==> config.mk <==
export PLATFORM = sky130hd
export DESIGN_NAME = orwl_stamp_store
export DESIGN_NICKNAME = d
export VERILOG_FILES = /design/src/rtl/assert_macros.svh /design/src/rtl/orwl_pkg.sv /design/src/rtl/orwl_stamp_store.sv
export SDC_FILE = /design/constraint.sdc
export NUM_CORES = 2
export LEC_CHECK = 0
export BUFFER_PORTS_ARGS = -buffer_cell sky130_fd_sc_hd__buf_2
export CORE_AREA = 2 2 508 560
export DETAILED_ROUTE_END_ITERATION = 8
export DIE_AREA = 0 0 510 562
export GPL_ROUTABILITY_DRIVEN = 0
export PLACE_DENSITY_LB_ADDON = 0.12
export SETUP_SLACK_MARGIN = 0.4
export SKIP_LAST_GASP = 1
export SLEW_MARGIN = 15
export SYNTH_ARGS = -nofsm -noshare
export SYNTH_HDL_FRONTEND = slang
export SYNTH_SLANG_ARGS = --single-unit
==> constraint.sdc <==
create_clock -name clock -period 19.08 [get_ports clock]
set_input_delay 3.816 -clock clock [delete_from_list [all_inputs] [get_ports clock]]
set_output_delay 3.816 -clock clock [all_outputs]
set_load 0.02 [all_outputs]
==> src/rtl/assert_macros.svh <==
// ---------------------------------------------------------------------------
// Assertion macros used by the RTL of the order rate window limiter.
// ---------------------------------------------------------------------------
`ifndef ASSERT_MACROS_SVH
`define ASSERT_MACROS_SVH

// Same-cycle implication, checked outside reset.
`define ASSERT_SAME(label, clk, rst, ante, cons) \
   label: assert property (@(posedge clk) disable iff (rst) (ante) |-> (cons)) \
      else $error("%m: same-cycle check failed");

// Next-cycle implication, checked outside reset.
`define ASSERT_NEXT(label, clk, rst, ante, cons) \
   label: assert property (@(posedge clk) disable iff (rst) (ante) |=> (cons)) \
      else $error("%m: next-cycle check failed");

`endif

==> src/rtl/orwl_pkg.sv <==
// ---------------------------------------------------------------------------
// orwl_pkg
// Shared constants, types and helper functions of the order rate limiter.
// ---------------------------------------------------------------------------
package orwl_pkg;

   // Ring geometry.
   localparam int RING_DEPTH = 64;
   localparam int SLOT_W     = $clog2(RING_DEPTH);
   localparam int CNT_W      = $clog2(RING_DEPTH + 1);

   // Field widths.
   localparam int KIND_W      = 2;
   localparam int STAMP_W     = 63;
   localparam int WINDOW_W    = 62;
   localparam int MAX_W       = 6;
   localparam int RSP_COUNT_W = 7;
   localparam int CSR_INDEX_W = 2;
   localparam int CMP_W       = (CNT_W > MAX_W) ? CNT_W : MAX_W;

   // Request kinds.
   localparam logic [KIND_W-1:0] KIND_CHECK  = 2'd0;
   localparam logic [KIND_W-1:0] KIND_RECORD = 2'd1;
   localparam logic [KIND_W-1:0] KIND_CLEAR  = 2'd2;

   // Register indexes.
   localparam logic [CSR_INDEX_W-1:0] REG_ENABLE     = 2'd0;
   localparam logic [CSR_INDEX_W-1:0] REG_MAX_ORDERS = 2'd1;
   localparam logic [CSR_INDEX_W-1:0] REG_WINDOW     = 2'd2;

   // Register reset values.
   localparam logic                ENABLE_RESET     = 1'b1;
   localparam logic [MAX_W-1:0]    MAX_ORDERS_RESET = 6'd60;
   localparam logic [WINDOW_W-1:0] WINDOW_RESET     = 62'd60_000_000_000;

   // Access to the timestamp memory.
   typedef struct packed {
      logic               wr_en;
      logic [SLOT_W-1:0]  wr_addr;
      logic [STAMP_W-1:0] wr_data;
      logic               rd_en;
      logic [SLOT_W-1:0]  rd_addr;
   } stamp_mem_req_type;

   // Next slot around the ring.
   function automatic logic [SLOT_W-1:0] slot_next(input logic [SLOT_W-1:0] slot);
      logic [SLOT_W-1:0] res;
      if (slot == SLOT_W'(RING_DEPTH - 1)) begin
         res = '0;
      end else begin
         res = slot + SLOT_W'(1);
      end
      return res;
   endfunction

   // Slot that lies a given count past the oldest one (count below depth).
   function automatic logic [SLOT_W-1:0] slot_offset(input logic [SLOT_W-1:0] slot,
                                                     input logic [CNT_W-1:0]  count);
      logic [CNT_W:0] sum;
      sum = (CNT_W + 1)'(slot) + (CNT_W + 1)'(count);
      if (sum >= (CNT_W + 1)'(RING_DEPTH)) begin
         sum = sum - (CNT_W + 1)'(RING_DEPTH);
      end
      return sum[SLOT_W-1:0];
   endfunction

endpackage

==> src/rtl/orwl_stamp_store.sv <==
// ---------------------------------------------------------------------------
// orwl_stamp_store
// Timestamp ring memory: one write port and one read port, with
// registered read data.
// ---------------------------------------------------------------------------
module orwl_stamp_store (
   input  logic                       clock,
   input  orwl_pkg::stamp_mem_req_type mem_req,
   output logic [orwl_pkg::STAMP_W-1:0] rd_data
);
   import orwl_pkg::*;

   logic [STAMP_W-1:0] stamp_mem [RING_DEPTH];
   logic [STAMP_W-1:0] rd_data_ff;

   // Write port.
   always_ff @(posedge clock) begin
      if (mem_req.wr_en) begin
         stamp_mem[mem_req.wr_addr] <= mem_req.wr_data;
      end
   end

   // Registered read port.
   always_ff @(posedge clock) begin
      if (mem_req.rd_en) begin
         rd_data_ff <= stamp_mem[mem_req.rd_addr];
      end
   end

   assign rd_data = rd_data_ff;

endmodule

# == Word level (Yosys, flattened, before mapping) ==
# Memory sizes are Yosys's and may differ from the RTL's. A register that Yosys moved wholly into a read port is not among the register bits.
# Cells that the tools add are included.
# totals
reg_bits,0
mem_bits_rw,4032
inputBits,78
output_inout_bits,63
wordCells,3
memories,1
# op_classes
muxes,2
# mem_list
name,words,word_bits,read_ports,rd_clocked_by_memory_dff,write_ports,line,rtl
stamp_mem,64,63,1,1,1,orwl_stamp_store.sv:13,logic [STAMP_W-1:0] stamp_mem [RING_DEPTH];
# op_table
cell,n
$mux 1,2

# == Depth between registers and ports, before layout ==
# logic_depth
depth_word,2
ltp_mapped,10
ltp_nobuf,5

# == Worst setup path before layout ==
# OpenSTA, ideal clock, no wires.
# synth_timing
path_kind,input to register
from,input mem_req[73] (netlist bit)
to,"memory stamp_mem[48][0], enable pin"
setup_ns,0.561
arrival_time_ns,8.594
required_time_ns,18.519
setup_slack_ns,9.924
cell_stages,4
path_buffers,1
path_cell_list,clkbuf_1 > nor2b_1 > nand4b_1 > nor3_1
# synth_rtl
item,line,rtl
from (decl),orwl_stamp_store.sv:8,"input orwl_pkg::stamp_mem_req_type mem_req,"
to (decl),orwl_stamp_store.sv:13,
# Straight into the memory's write port.

==> metrics.txt <==
pin count of the biggest net entering global routing=143; Avg Inst Size Synth=23.5 sq um; Final Setup Violations=0; Final Hold Viols=0; Slew @ Worst Pin=1.24 ns; Gate Count Post-Synth=6555; clock transition at the registers of the reported paths=0.06 ns; internal power=0.0147 W; largest cells by area after synthesis=edfxtp_1, mux4_2, o22ai_1; DRT Pass-1 Iters=8; max-slew violations=0; number of synthesized flops with an enable pin=4095; initial antenna violation count=30; Post-DP Area=160000 sq um; unrepaired setup endpoints after global routing=no; max-cap viol count=0; Final period util=40.4%; Yosys warnings=0; Max transition margin=17.3%; Setup Skew=0.0498 ns; gr ovfl total=0; Final Critical Period=7.72 ns; top_reg_cell synth=edfxtp_1; synth unique cells=33; Antenna Nets Post-Route=0; Ports=141; switch share=21.1%; reg2reg start=stamp_mem[30][3]; Die ar.=287000 sq um; Post-CTS Hold Buffers=0; first-pass GRT wire length=621000 um; sequential share of the synthesized area=79.9%; Num CTS Buffers=405; Fillers=19100; Req. time, crit path=19.86 ns; Routed wire per std cell=41.3 um; CP Capture Point=rd_data[23]; largest area contributor in the netlist=edfxtp_1; clock latency on the worst-skew pair=0.92 ns; DR iter-0 viols=11500; Final Instance Area=173000 sq um; CP Launch Type=input port; CTS tree=yes; Async S/R FF share, synth=0%; Num Clock Sinks=4095; Starting Density=54.9%; Critical Path AT=8.50 ns; Detailed Place HPWL=232000 um; share of the synthesized area in the top cell type=79.9%; synthesis-to-finish area growth=12.2%; postcts setup bufs=0; Mapped Nets=6633; Worst R2R Path Depth=4; final WL=455000 um; crit path kind=input port to flop; number of global-route vias before repair=75400; CTS root buffer=clkbuf_16; Nets=7013; GRT Total Usage=31.8%; outcome=completed; total core area=281000 sq um; Clock power frac=41.9%; synth cell count leaders=edfxtp_1, mux4_2, o22ai_1; vias=77600; crit-path max FO=142; worst hold path type=flop to flop; top-count cell post-synth=edfxtp_1; port bufs=140; Leak Pwr=53.4 nW; row count=204; Max VDD drop=89.4 uV; Comb power frac=4.5%; DRC violations left=0; Reg2Reg Setup Slack=16.95 ns; power density over cell area=108 nW/um^2; die height=562 um; layout cells sized above 1=27.1%; setup TNS=0 ns; Flop pwr share=53.6%; Worst R2R End=rd_data[3]; synthesized flop and latch total=4095; PostCTS Resize Cnt=0; H-Tree Depth=5; sw power=0.00394 W; Die Width=510 um; Max Root-Sink Buffers=4; vias per cell=7.05; Cell Area, Synth=154000 sq um; maximum clock rate=130 MHz; first element of the critical path=mem_req[1]; crit path capture type=flop
[power by group through the flow]
stage | clock [W] | sequential, W | combinational, W
3_5_place_dp | 0 | 0.0102 | 0.000833
2_1_floorplan | 0 | 0.0102 | 0.000457
6_report | 0.00783 | 0.0100 | 0.000835
4_1_cts | 0.00790 | 0.0100 | 0.000834
3_3_place_gp | 0 | 0.0102 | 0.000819
5_1_grt | 0.00824 | 0.0100 | 0.000878
[how the worst min path moves through the flow]
stage                      startpoint           to  slack (ns)  depth (start not counted)
floorplan            stamp_mem[1][11]  rd_data[11]        0.77                          5
finish               stamp_mem[6][46]  rd_data[46]        0.88                          5
global route        stamp_mem[44][41]  rd_data[41]        0.92                          4
detailed placement   stamp_mem[6][46]  rd_data[46]        0.86                          5
global placement     stamp_mem[2][46]  rd_data[46]        0.84                          5
CTS                  stamp_mem[6][46]  rd_data[46]        0.87                          5
[worst max-delay path: stages]
cell	delay, ns
buf_8	0.37
buf_12	0.56
buf_4	0.71
buf_4	0.66
buf_4	0.83
mux4_2	0.36
o22ai_1	0.12
nor4_1	0.56
o22a_1	0.21
[routing by layer]
metal | track usage, % | up-vias | wire [um]
li1 | - | 29200 | -
met1 | 45.8 | 42600 | 174000
met2 | 50.0 | 5038 | 219000
met3 | 5.92 | 773 | 46900
met4 | 10.2 | 4 | 16000
met5 | 0 | - | 22
[final cells by class]
cell class              count  area [sq um]  share of cell area [%]
diodes                     38          95.1                  0.0551
clock buffers             491         10700                    6.18
clock inverters           247          2240                    1.30
multi-input cells        2079         29700                    17.2
flip-flops and latches   4095        123000                    71.2
well taps                3708          4640                    2.69
repair buffers            354          2440                    1.42
[cell usage in the layout (no fill, tap or decap), drive strengths merged, types with 12 or more instances in the layout]
cell	count
edfxtp	4095
mux4	963
clkbuf	491
buf	354
o22ai	299
clkinv	185
nor2	126
mux2i	104
a211oi	103
nor2b	87
o221ai	63
nor3	55
o22a	53
nor4	53
a22oi	50
diode	38
bufinv	37
nand3	27
nand2	23
clkinvlp	16
a21oi	14
nand2b	12
[state kept, by name (all words and copies together) (netlist names)]
name,flops
stamp_mem,4032
rd_data,63
[logic make-up (layout without fill, tap and decap cells)]
| group | Yosys count | count (layout) | share of synthesized area (%) |
|---|---|---|---|
| simple gates | 400 | 400 | 1.32 |
| buf+inv | 381 | 1092 | 1.22 |
| mux | 1067 | 1067 | 14.8 |
| other cells | 0 | 38 | 0 |
| flops | 4095 | 4095 | 79.9 |
| compound gates | 612 | 612 | 2.80 |
[stage by stage]
step,total power (W),utilization [%],setup slack (ns),hold slack [ns],cells
6_report,0.0187,61.6,11.36,0.882,11000
5_1_grt,0.0191,61.6,10.99,0.924,11000
4_1_cts,0.0188,61.5,11.30,0.868,11000
3_3_place_gp,0.0110,56.9,10.35,0.844,10200
3_5_place_dp,0.0110,56.9,10.33,0.858,10200
2_1_floorplan,0.0107,-,9.92,0.773,6555
No activity file was read; power rests on OpenSTA's default activity.
